### src/hdl/bfbp_pkg.sv
// Package for the best-fit buffer pool: sizes, field widths, codes and the
// structs passed between the controller and the row of table cells.
// No dependencies.
package bfbp_pkg;

    localparam int TABLE_ENTRIES = 16;
    localparam int SIZE_W        = 40;
    localparam int IDX_W         = $clog2(TABLE_ENTRIES);
    localparam int SLOT_W        = IDX_W;
    localparam int CNT_W         = $clog2(TABLE_ENTRIES + 1);
    localparam int STATUS_W      = 3;

    localparam int IN_BITS    = SIZE_W + SLOT_W;
    localparam int IN_TDATA_W = ((IN_BITS + 7) / 8) * 8;
    localparam int OUT_BITS    = SLOT_W + SIZE_W;
    localparam int OUT_TDATA_W = ((OUT_BITS + 7) / 8) * 8;

    typedef enum logic {
        ACT_ACQUIRE = 1'b0,
        ACT_RELEASE = 1'b1
    } t_action;

    typedef enum logic [STATUS_W-1:0] {
        ST_REUSED      = 3'd0,
        ST_NEW         = 3'd1,
        ST_FULL        = 3'd2,
        ST_RELEASED    = 3'd3,
        ST_BAD_RELEASE = 3'd4
    } t_status;

    typedef enum logic [1:0] {
        S_IDLE,
        S_SCAN,
        S_DONE
    } t_state;

    typedef struct packed {
        logic              active;
        logic [SIZE_W-1:0] req;
        logic              found;
        logic [IDX_W-1:0]  best_idx;
        logic [SIZE_W-1:0] best_size;
    } t_scan;

    typedef struct packed {
        logic append;
        logic set_free;
        logic clr_free;
    } t_cell_ctl;

endpackage

### src/hdl/bfbp_cell.sv
// One table entry of the buffer pool with its stage of the best-fit search.
// Depends on bfbp_pkg.
module bfbp_cell import bfbp_pkg::*; (
    input  logic              i_clk,
    input  logic              i_rst_n,
    input  logic [IDX_W-1:0]  i_idx,
    input  t_scan             i_scan,
    output t_scan             o_scan,
    input  t_cell_ctl         i_ctl,
    input  logic [SIZE_W-1:0] i_wr_size,
    output logic              o_used,
    output logic              o_free
);

    logic              r_used;
    logic              r_free;
    logic [SIZE_W-1:0] r_size;
    t_scan             r_scan;
    t_scan             n_scan;
    logic              w_hit;
    logic              w_better;

    assign w_hit    = r_used && r_free && (i_scan.req <= r_size);
    assign w_better = w_hit && (!i_scan.found || (r_size < i_scan.best_size));

    always_comb begin
        n_scan = i_scan;
        if (w_better) begin
            n_scan.found     = 1'b1;
            n_scan.best_idx  = i_idx;
            n_scan.best_size = r_size;
        end
    end

    always_ff @(posedge i_clk) begin
        if (!i_rst_n) begin
            r_scan.active <= 1'b0;
        end else begin
            r_scan <= n_scan;
        end
    end

    always_ff @(posedge i_clk) begin
        if (!i_rst_n) begin
            r_used <= 1'b0;
            r_free <= 1'b0;
        end else begin
            if (i_ctl.append) begin
                r_used <= 1'b1;
                r_free <= 1'b0;
            end else if (i_ctl.set_free) begin
                r_free <= 1'b1;
            end else if (i_ctl.clr_free) begin
                r_free <= 1'b0;
            end
        end
    end

    always_ff @(posedge i_clk) begin
        if (i_ctl.append) begin
            r_size <= i_wr_size;
        end
    end

    assign o_scan = r_scan;
    assign o_used = r_used;
    assign o_free = r_free;

endmodule

### src/hdl/best_fit_buffer_pool.sv
// Top level of the best-fit buffer pool: stream ports, controller and the
// row of table cells. Depends on bfbp_pkg and bfbp_cell.
//
// Use: each transfer on the s_axis side is one request. s_axis_tuser is the
// action (0 acquire, 1 release); s_axis_tdata carries the requested size and
// the slot to release. Each request gives exactly one transfer on the m_axis
// side: granted slot and size in m_axis_tdata, status code in m_axis_tuser.
// An acquire sends a search token down the row of TABLE_ENTRIES cells, one
// cell per cycle, each cell keeping the smallest fitting free entry so far.
// The search result is registered as the token leaves the row and is then
// moved into the output register once that register is free; only after
// that is the next request taken. A release needs no search and goes
// straight to the output register.
// One request is in work at a time. A finished result waits in the output
// register while the next request is taken and searched; when the receiver
// stalls, the following result holds until the register is taken.
// Synchronous reset empties the table: no entries, nothing free, no result.
module best_fit_buffer_pool import bfbp_pkg::*; (
    input  logic                   i_clk,
    input  logic                   i_rst_n,
    input  logic                   s_axis_tvalid,
    output logic                   s_axis_tready,
    input  logic [IN_TDATA_W-1:0]  s_axis_tdata,  // req_size, slot_index, zero pad
    input  logic                   s_axis_tuser,  // action
    output logic                   m_axis_tvalid,
    input  logic                   m_axis_tready,
    output logic [OUT_TDATA_W-1:0] m_axis_tdata,  // granted_slot, granted_size, zero pad
    output logic [STATUS_W-1:0]    m_axis_tuser   // status
);

    t_state            r_state;
    t_state            n_state;
    logic              r_act;
    logic [SIZE_W-1:0] r_req;
    logic [SLOT_W-1:0] r_slot;
    logic              r_found;
    logic [IDX_W-1:0]  r_best_idx;
    logic [SIZE_W-1:0] r_best_size;
    logic [CNT_W-1:0]  r_count;
    logic              r_out_valid;
    logic [SLOT_W-1:0] r_out_slot;
    logic [SIZE_W-1:0] r_out_size;
    t_status           r_out_status;

    logic              w_accept;
    logic              w_commit;
    logic              w_do_append;
    logic              w_release_ok;
    logic              w_has_room;
    t_status           w_status;
    logic [SLOT_W-1:0] w_res_slot;
    logic [SIZE_W-1:0] w_res_size;
    logic [SIZE_W-1:0] w_in_req;
    logic [SLOT_W-1:0] w_in_slot;

    t_scan             w_scan [TABLE_ENTRIES+1];
    t_cell_ctl         w_ctl  [TABLE_ENTRIES];
    logic [TABLE_ENTRIES-1:0] w_used;
    logic [TABLE_ENTRIES-1:0] w_free;
    logic [TABLE_ENTRIES-1:0] w_any_ctl;

    assign w_in_req  = s_axis_tdata[SIZE_W-1:0];
    assign w_in_slot = s_axis_tdata[SIZE_W+SLOT_W-1:SIZE_W];

    assign s_axis_tready = (r_state == S_IDLE);
    assign w_accept      = s_axis_tvalid && s_axis_tready;
    assign w_commit      = (r_state == S_DONE) && (!r_out_valid || m_axis_tready);

    assign w_scan[0].active    = w_accept && (t_action'(s_axis_tuser) == ACT_ACQUIRE);
    assign w_scan[0].req       = w_in_req;
    assign w_scan[0].found     = 1'b0;
    assign w_scan[0].best_idx  = '0;
    assign w_scan[0].best_size = '0;

    genvar g;
    generate
        for (g = 0; g < TABLE_ENTRIES; g++) begin : g_cell
            always_comb begin
                w_ctl[g].append   = w_do_append && (r_count == CNT_W'(g));
                w_ctl[g].set_free = w_commit && (t_action'(r_act) == ACT_RELEASE)
                                    && w_release_ok && (CNT_W'(r_slot) == CNT_W'(g));
                w_ctl[g].clr_free = w_commit && (t_action'(r_act) == ACT_ACQUIRE)
                                    && r_found && (r_best_idx == IDX_W'(g));
            end
            assign w_any_ctl[g] = w_ctl[g].append | w_ctl[g].set_free | w_ctl[g].clr_free;

            bfbp_cell u_cell (
                .i_clk     (i_clk),
                .i_rst_n   (i_rst_n),
                .i_idx     (IDX_W'(g)),
                .i_scan    (w_scan[g]),
                .o_scan    (w_scan[g+1]),
                .i_ctl     (w_ctl[g]),
                .i_wr_size (r_req),
                .o_used    (w_used[g]),
                .o_free    (w_free[g])
            );
        end
    endgenerate

    assign w_has_room   = (r_count != CNT_W'(TABLE_ENTRIES));
    assign w_release_ok = (CNT_W'(r_slot) < r_count) && w_used[r_slot] && !w_free[r_slot];
    assign w_do_append  = w_commit && (t_action'(r_act) == ACT_ACQUIRE) && !r_found
                          && w_has_room;

    always_comb begin
        w_status   = ST_FULL;
        w_res_slot = '0;
        w_res_size = '0;
        if (t_action'(r_act) == ACT_RELEASE) begin
            w_res_slot = r_slot;
            w_status   = w_release_ok ? ST_RELEASED : ST_BAD_RELEASE;
        end else if (r_found) begin
            w_res_slot = r_best_idx;
            w_res_size = r_best_size;
            w_status   = ST_REUSED;
        end else if (w_has_room) begin
            w_res_slot = SLOT_W'(r_count);
            w_res_size = r_req;
            w_status   = ST_NEW;
        end
    end

    always_comb begin
        n_state = r_state;
        case (r_state)
            S_IDLE: begin
                if (w_accept) begin
                    n_state = (t_action'(s_axis_tuser) == ACT_ACQUIRE) ? S_SCAN : S_DONE;
                end
            end
            S_SCAN: begin
                if (w_scan[TABLE_ENTRIES].active) begin
                    n_state = S_DONE;
                end
            end
            S_DONE: begin
                if (w_commit) begin
                    n_state = S_IDLE;
                end
            end
            default: n_state = S_IDLE;
        endcase
    end

    always_ff @(posedge i_clk) begin
        if (!i_rst_n) begin
            r_state <= S_IDLE;
        end else begin
            r_state <= n_state;
        end
    end

    always_ff @(posedge i_clk) begin
        if (w_accept) begin
            r_act  <= s_axis_tuser;
            r_req  <= w_in_req;
            r_slot <= w_in_slot;
        end
        if ((r_state == S_SCAN) && w_scan[TABLE_ENTRIES].active) begin
            r_found     <= w_scan[TABLE_ENTRIES].found;
            r_best_idx  <= w_scan[TABLE_ENTRIES].best_idx;
            r_best_size <= w_scan[TABLE_ENTRIES].best_size;
        end
        if (w_commit) begin
            r_out_slot   <= w_res_slot;
            r_out_size   <= w_res_size;
            r_out_status <= w_status;
        end
    end

    always_ff @(posedge i_clk) begin
        if (!i_rst_n) begin
            r_count     <= '0;
            r_out_valid <= 1'b0;
        end else begin
            if (w_do_append) begin
                r_count <= r_count + CNT_W'(1);
            end
            if (w_commit) begin
                r_out_valid <= 1'b1;
            end else if (m_axis_tready) begin
                r_out_valid <= 1'b0;
            end
        end
    end

    assign m_axis_tvalid = r_out_valid;
    assign m_axis_tdata  = OUT_TDATA_W'({r_out_size, r_out_slot});
    assign m_axis_tuser  = r_out_status;

    a_scan_only_in_search: assert property (@(posedge i_clk) disable iff (!i_rst_n)
        w_scan[TABLE_ENTRIES].active |-> (r_state == S_SCAN))
        else $error("search token left the row outside a search");

    a_count_bound: assert property (@(posedge i_clk) disable iff (!i_rst_n)
        r_count <= CNT_W'(TABLE_ENTRIES))
        else $error("entry count beyond table size");

    a_append_grows: assert property (@(posedge i_clk) disable iff (!i_rst_n)
        w_do_append |=> (r_count == $past(r_count) + CNT_W'(1)) && (r_out_status == ST_NEW))
        else $error("append did not grow the table");

    a_one_cell_updated: assert property (@(posedge i_clk) disable iff (!i_rst_n)
        $onehot0(w_any_ctl) && ((w_any_ctl == '0) || w_commit))
        else $error("table update outside commit or on several cells");

    a_reuse_marks_used: assert property (@(posedge i_clk) disable iff (!i_rst_n)
        (w_commit && (w_status == ST_REUSED)) |=> !w_free[$past(r_best_idx)])
        else $error("reused entry still marked free");

endmodule
### config.mk
export PLATFORM = sky130hd
export DESIGN_NAME = best_fit_buffer_pool
export DESIGN_NICKNAME = d
export VERILOG_FILES = /design/src/hdl/bfbp_pkg.sv /design/src/hdl/bfbp_cell.sv /design/src/hdl/best_fit_buffer_pool.sv
export SDC_FILE = /design/constraint.sdc
export NUM_CORES = 2
export LEC_CHECK = 0
export ABC_CLOCK_PERIOD_IN_PS = 5800
export BUFFER_PORTS_ARGS = -buffer_cell sky130_fd_sc_hd__buf_4
export CAP_MARGIN = 0
export CORE_ASPECT_RATIO = 1.4
export CORE_MARGIN = 10
export CORE_UTILIZATION = 35
export DETAILED_ROUTE_END_ITERATION = 10
export PLACE_DENSITY_LB_ADDON = 0.2
export REMOVE_ABC_BUFFERS = 1
export SLEW_MARGIN = 25
export SYNTH_ARGS = -nofsm -noshare
export SYNTH_HDL_FRONTEND = slang
export SYNTH_SLANG_ARGS = --single-unit
### constraint.sdc
create_clock -name i_clk -period 5.8 [get_ports i_clk]
set_input_delay 0.58 -clock i_clk [delete_from_list [all_inputs] [get_ports i_clk]]
set_output_delay 0.58 -clock i_clk [all_outputs]
set_load 0.01 [all_outputs]
; Word level (Yosys, flattened, before mapping)
; Index checks and enable logic that the tools add are counted.
[word_totals]
output_inout_bits = 53
inputBits = 53
regBits = 2153
word_cells = 474
[classes]
order_cmp = 33
n_reduce_logical = 179
mux = 68
add_sub_neg = 1
n_eq_ne = 51
bitwise_logic = 3
[ops]
columns = cell, n
row1 = $mux W40, 17
row2 = $le A40 B40 Y1, 16
row3 = $lt A40 B40 Y1, 15
row4 = $logic_and A1 B1 Y1, 107
row5 = $eq A4 B4 Y1 const B, 16
row6 = $mux W45, 1
row7 = $eq A5 B4 Y1 const B, 8
row8 = $mux W1, 36
row9 = $reduce_bool A2 Y1, 17
row10 = $eq A4 B3 Y1 const B, 8
row11 = $reduce_or A2 Y1, 16
row12 = $eq A5 B3 Y1 const B, 4
row13 = $logic_not A1 Y1, 18
row14 = $eq A4 B2 Y1 const B, 4
row15 = $logic_or A1 B1 Y1, 16
row16 = $mux W4, 3
row17 = $eq A5 B2 Y1 const B, 2
row18 = $mux W2, 5
row19 = $mux W3, 3
row20 = $bmux W1 S4, 2
row21 = $eq A4 B1 Y1 const B, 2
row22 = $logic_not A4 Y1, 2
row23 = $pmux W2 S3, 1
row24 = $add A5 B1 Y5 const B, 1
row25 = 12 further kinds, 15

; Logic depth before layout (Yosys ltp)
[logic_depth]
word_depth = 8
mapped_depth = 12
depth_no_buf = 10

; Cells and area by module
; A second synthesis with hierarchy kept.
[hier_totals]
hier_cells = 7825
area_unflattened_um2 = 107423.0
[by_module_without_submodules]
columns = mod, instances, seq_area_each_um2, area_per_inst_um2, cells_per_inst
row1 = bfbp_cell at g_cell[0].u_cell ..., 15, 3813.7, 6336.1, 464
row2 = bfbp_cell at g_cell[4].u_cell, 1, 3813.7, 6359.8, 468
row3 = best_fit_buffer_pool, 1, 4274.1, 6022.0, 397

; Worst setup path before layout
; Ideal clock, no wire load.
[synth_timing]
path_kind = input to register
startpoint = input port m_axis_tready
endpoint = register g_cell[0].u_cell.r_size[0], enable pin
setup_ps = 492
arrival_time_ps = 5638
cell_stages = 6
t_required_ps = 5308
path_slack_ps = -329
n_path_buf = 1
path_cell_list = nand2b_1 -> nor2b_1 -> clkbuf_1 -> and3_1 -> nand2_1 -> nor3_1
[synth_rtl]
columns = element, line
row1 = "start, declared", best_fit_buffer_pool.sv:26  ; input logic m_axis_tready,
row2 = "end signal, assigned", bfbp_cell.sv:61  ; r_size <= i_wr_size;
row3 = "end, declared", bfbp_cell.sv:17  ; logic [SIZE_W-1:0] r_size;

==> impl_metrics.tcl <==
set metrics [dict create \
    status "finished, final reports clean" \
    cts_hold_buf 46 \
    maxSlewHeadroom_pct 22.0 \
    synth_top_family_by_area "adder cells" \
    cts_root_buf "clkbuf_16" \
    grt_pass1_wl_mm 344 \
    num_rows 236 \
    cts_buffer_depth 4 \
    synthAdderAreaFrac_pct 14.9 \
    clockPowerShare_pct 41.4 \
    setup_ws_ps 1030 \
    fillCellCount 27555 \
    worstPathArrival_ps 5390 \
    ios 106 \
    hold_viol_final 0 \
    reg2reg_slack_ps 1030 \
    synthArstFlopShare_pct 0 \
    gp_congestion 0.937 \
    drtIter0Drc 2571 \
    syn-cell-area_mm2 0.104 \
    cts_setup_buffers 0 \
    hold_class "input pin to register" \
    wl_per_cell_um 18.7 \
    tightest_slew_ps 1170 \
    io_buffers 97 \
    crit_start "g_cell[3].u_cell.o_scan[80]" \
    coreArea_mm2 0.295 \
    min_from "m_axis_tready" \
    stdcell_area_mm2 0.117 \
    critical_path_class "register to register" \
    synth_xor_area_share_pct 0.0253 \
    globalRouteOverflowTotal 0 \
    rr_startpoint "g_cell[3].u_cell.o_scan[80]" \
    synth.distinct_cells 80 \
    synth.avg_cell_area_um2 13.7 \
    swShare_pct 21.5 \
    cts_tree "built" \
    start_util_pct 35.1 \
    cts.sink_count 2138 \
    yosysWarnings 0 \
    end_kind "register" \
    yosys.area.top_type "edfxtp_1" \
    multiInputGateArea_mm2 0.0346 \
    dr_total_vias 57060 \
    reg2regPathDepth 10 \
    slew_viol_final 0 \
    post_cts_resize_count 0 \
    grt_max_degree 192 \
    crit_path_end "g_cell[4].u_cell.o_scan[0]" \
    utilization_pct 39.8 \
    grt_pass1_vias 62085 \
    dp_slack_ps 1020 \
    powerDensity_mw_per_mm2 285 \
    placed_area_mm2 0.110 \
    synth-simple-area-share_pct 5.61 \
    clock_latency_ps 890 \
    yosys.area.top_type_share_pct 60.3 \
    seq_area_mm2 0.0636 \
    hpwl_mm 179 \
    rsz0062_at_grt "false" \
    clkTransAtPathRegs_ps 60 \
    ys_ff_latch 2138 \
    yosysMostFrequentCell "edfxtp_1" \
    yosysSeqAreaShare_pct 61.4 \
    antenna_left 0 \
    critPathRequiredTime_ps 6420 \
    clock.fmax_mhz 210 \
    drtPass1Iterations 5 \
    htreeDepth 4 \
    wl_mm 226 \
    area_delta_synth_final_pct 13.3 \
    critical_path.startpoint_type "register" \
    drive_gt1_share_pct 7.55 \
    period_needed_ps 4770 \
    synth_edf_count 2082 \
    die_area_mm2 0.319 \
    drt-vias-per-instance 4.73 \
    numCtsBuffers 231 \
    setup_viol 0 \
    synth_compound_area_share_pct 6.87 \
    ys_top_cells_by_area "edfxtp_1 (60%), ha_1 (15%), mux2i_1 (5.7%), inv_1 (4.5%), a21oi_1 (2.4%)" \
    pwr-share-seq_pct 53.6 \
    comb_power_share_pct 5.0 \
    ys.flop_type "edfxtp_1" \
    vdd_ir_drop_max_mv 0.229 \
    p_leak_uw 0.0491 \
    cp_max_fo 23 \
    grt_usage_pct 13.9 \
    die_h_um 664 \
    synthTopCellsByCount "edfxtp_1 (2082), inv_1 (1254), ha_1 (1233)" \
    antenna_found_initial 6 \
    power.switching_uw 7190 \
    die_w_um 480 \
    fin_crit_sh_pct 82.2 \
    synthMuxAreaShare_pct 5.82 \
    drc 0 \
    internal-power_uw 26300 \
    finClkSkew_ps 44.8 \
    r2r_end "g_cell[4].u_cell.o_scan[0]" \
    syn-instance-count 7552 \
    cap_violations 0 \
    nets 9248 \
]
[registers in the layout, summed over array words and instances (netlist names)]
| signal | flops |
|---|---|
| r_slot | 4 |
| r_count | 5 |
| r_best_size | 40 |
| g_cell.u_cell.o_free | 16 |
| g_cell.u_cell.o_scan | 1321 |
| r_state | 2 |
| r_found | 1 |
| r_out_slot | 4 |
| g_cell.u_cell.o_used | 16 |
| r_best_idx | 4 |
| r_out_size | 40 |
| r_req | 40 |
| g_cell.u_cell.r_size | 640 |
| m_axis_tuser | 3 |
| m_axis_tvalid | 1 |
| r_act | 1 |
[layer usage]
metal	global-route usage, %	share of wire [%]	vias up
met1	14.5	38	26795
met2	25.9	52	1000
met4	8.18	6.5	0
met5	0	0	-
met3	2.07	3.7	530
li1	-	-	28735
[stage by stage]
| stage | setup TNS [ps] | instances | power, µW | hold WS (ps) |
|---|---|---|---|---|
| 6_report | 0 | 12067 | 33500 | 95.9 |
| 5_1_grt | 0 | 12063 | 34900 | 95.1 |
| 4_1_cts | 0 | 12041 | 34000 | 38.2 |
| 3_5_place_dp | 0 | 11589 | 20000 | 405 |
| 3_3_place_gp | 0 | 11589 | 19900 | 402 |
| 2_1_floorplan | -327680 | 7451 | 19100 | 400 |
[cell families after synthesis]
logic type | after synthesis
flip-flops | 2138
buffers and inverters | 1358
adder cells (fa/ha/maj) | 1233
AO/OA/AOI/OAI | 1128
AND/OR/NAND/NOR | 1090
multiplexers | 601
XOR/XNOR | 3
other | 1
[cells in the final DEF (no fill, tap or decap), types with 19 or more instances in the layout]
cell type / n
a22o_1: 45
clkinv_2: 33
nand3_1: 131
a21oi_1: 494
a221oi_1: 22
clkbuf_16: 238
inv_1: 1254
buf_4: 199
buf_8: 21
or2_2: 20
dlygate4sd3_1: 46
a2111oi_0: 34
clkinv_1: 54
nor4_1: 28
nand2b_1: 62
nor3_1: 48
and2_1: 69
a21o_1: 128
ha_1: 1233
clkbuf_1: 57
nor2_1: 97
mux2i_1: 586
o21a_1: 19
edfxtp_1: 2082
a211oi_1: 51
nor2b_1: 39
o21ai_0: 160
o211ai_1: 48
dfxtp_1: 56
nand4_1: 225
nand2_1: 268
[worst max-delay path: stages, from the launching register on]
cell and delay, ps:
edfxtp_1 420, ha_1 340, nand4_1 300, nor4_2 840, inv_1 120, or4_1 570
nor3_1 590, o211ai_1 310, a211oi_4 240, buf_4 410, mux2_4 330
[power by group through the flow]
stage	logic (µW)	registers [µW]	clock network, µW
6_report	1690	18000	13900
5_1_grt	1930	18000	14900
4_1_cts	1640	18000	14300
3_5_place_dp	1600	18400	0
3_3_place_gp	1550	18300	0
2_1_floorplan	930	18100	0
[how the worst min path moves through the flow]
stage,end,slack (ps),cells after the start
floorplan,r_best_idx[0],400,0
global placement,r_found,400,0
detailed placement,r_best_idx[3],410,0
CTS,m_axis_tvalid,40,3
global route,m_axis_tvalid,100,3
finish,m_axis_tvalid,100,3
[layout make-up]
cell class / instances / share of cell area [%]
multi-input combinational: 4059 / 29.5
antenna: 5 / 0.0107
tap: 3927 / 4.18
inverter: 1254 / 4.01
clock buffer: 303 / 5.35
clock inverter: 103 / 0.651
sequential: 2138 / 54.2
timing repair buffer: 278 / 2.14
(Power assumes the default switching activity.)
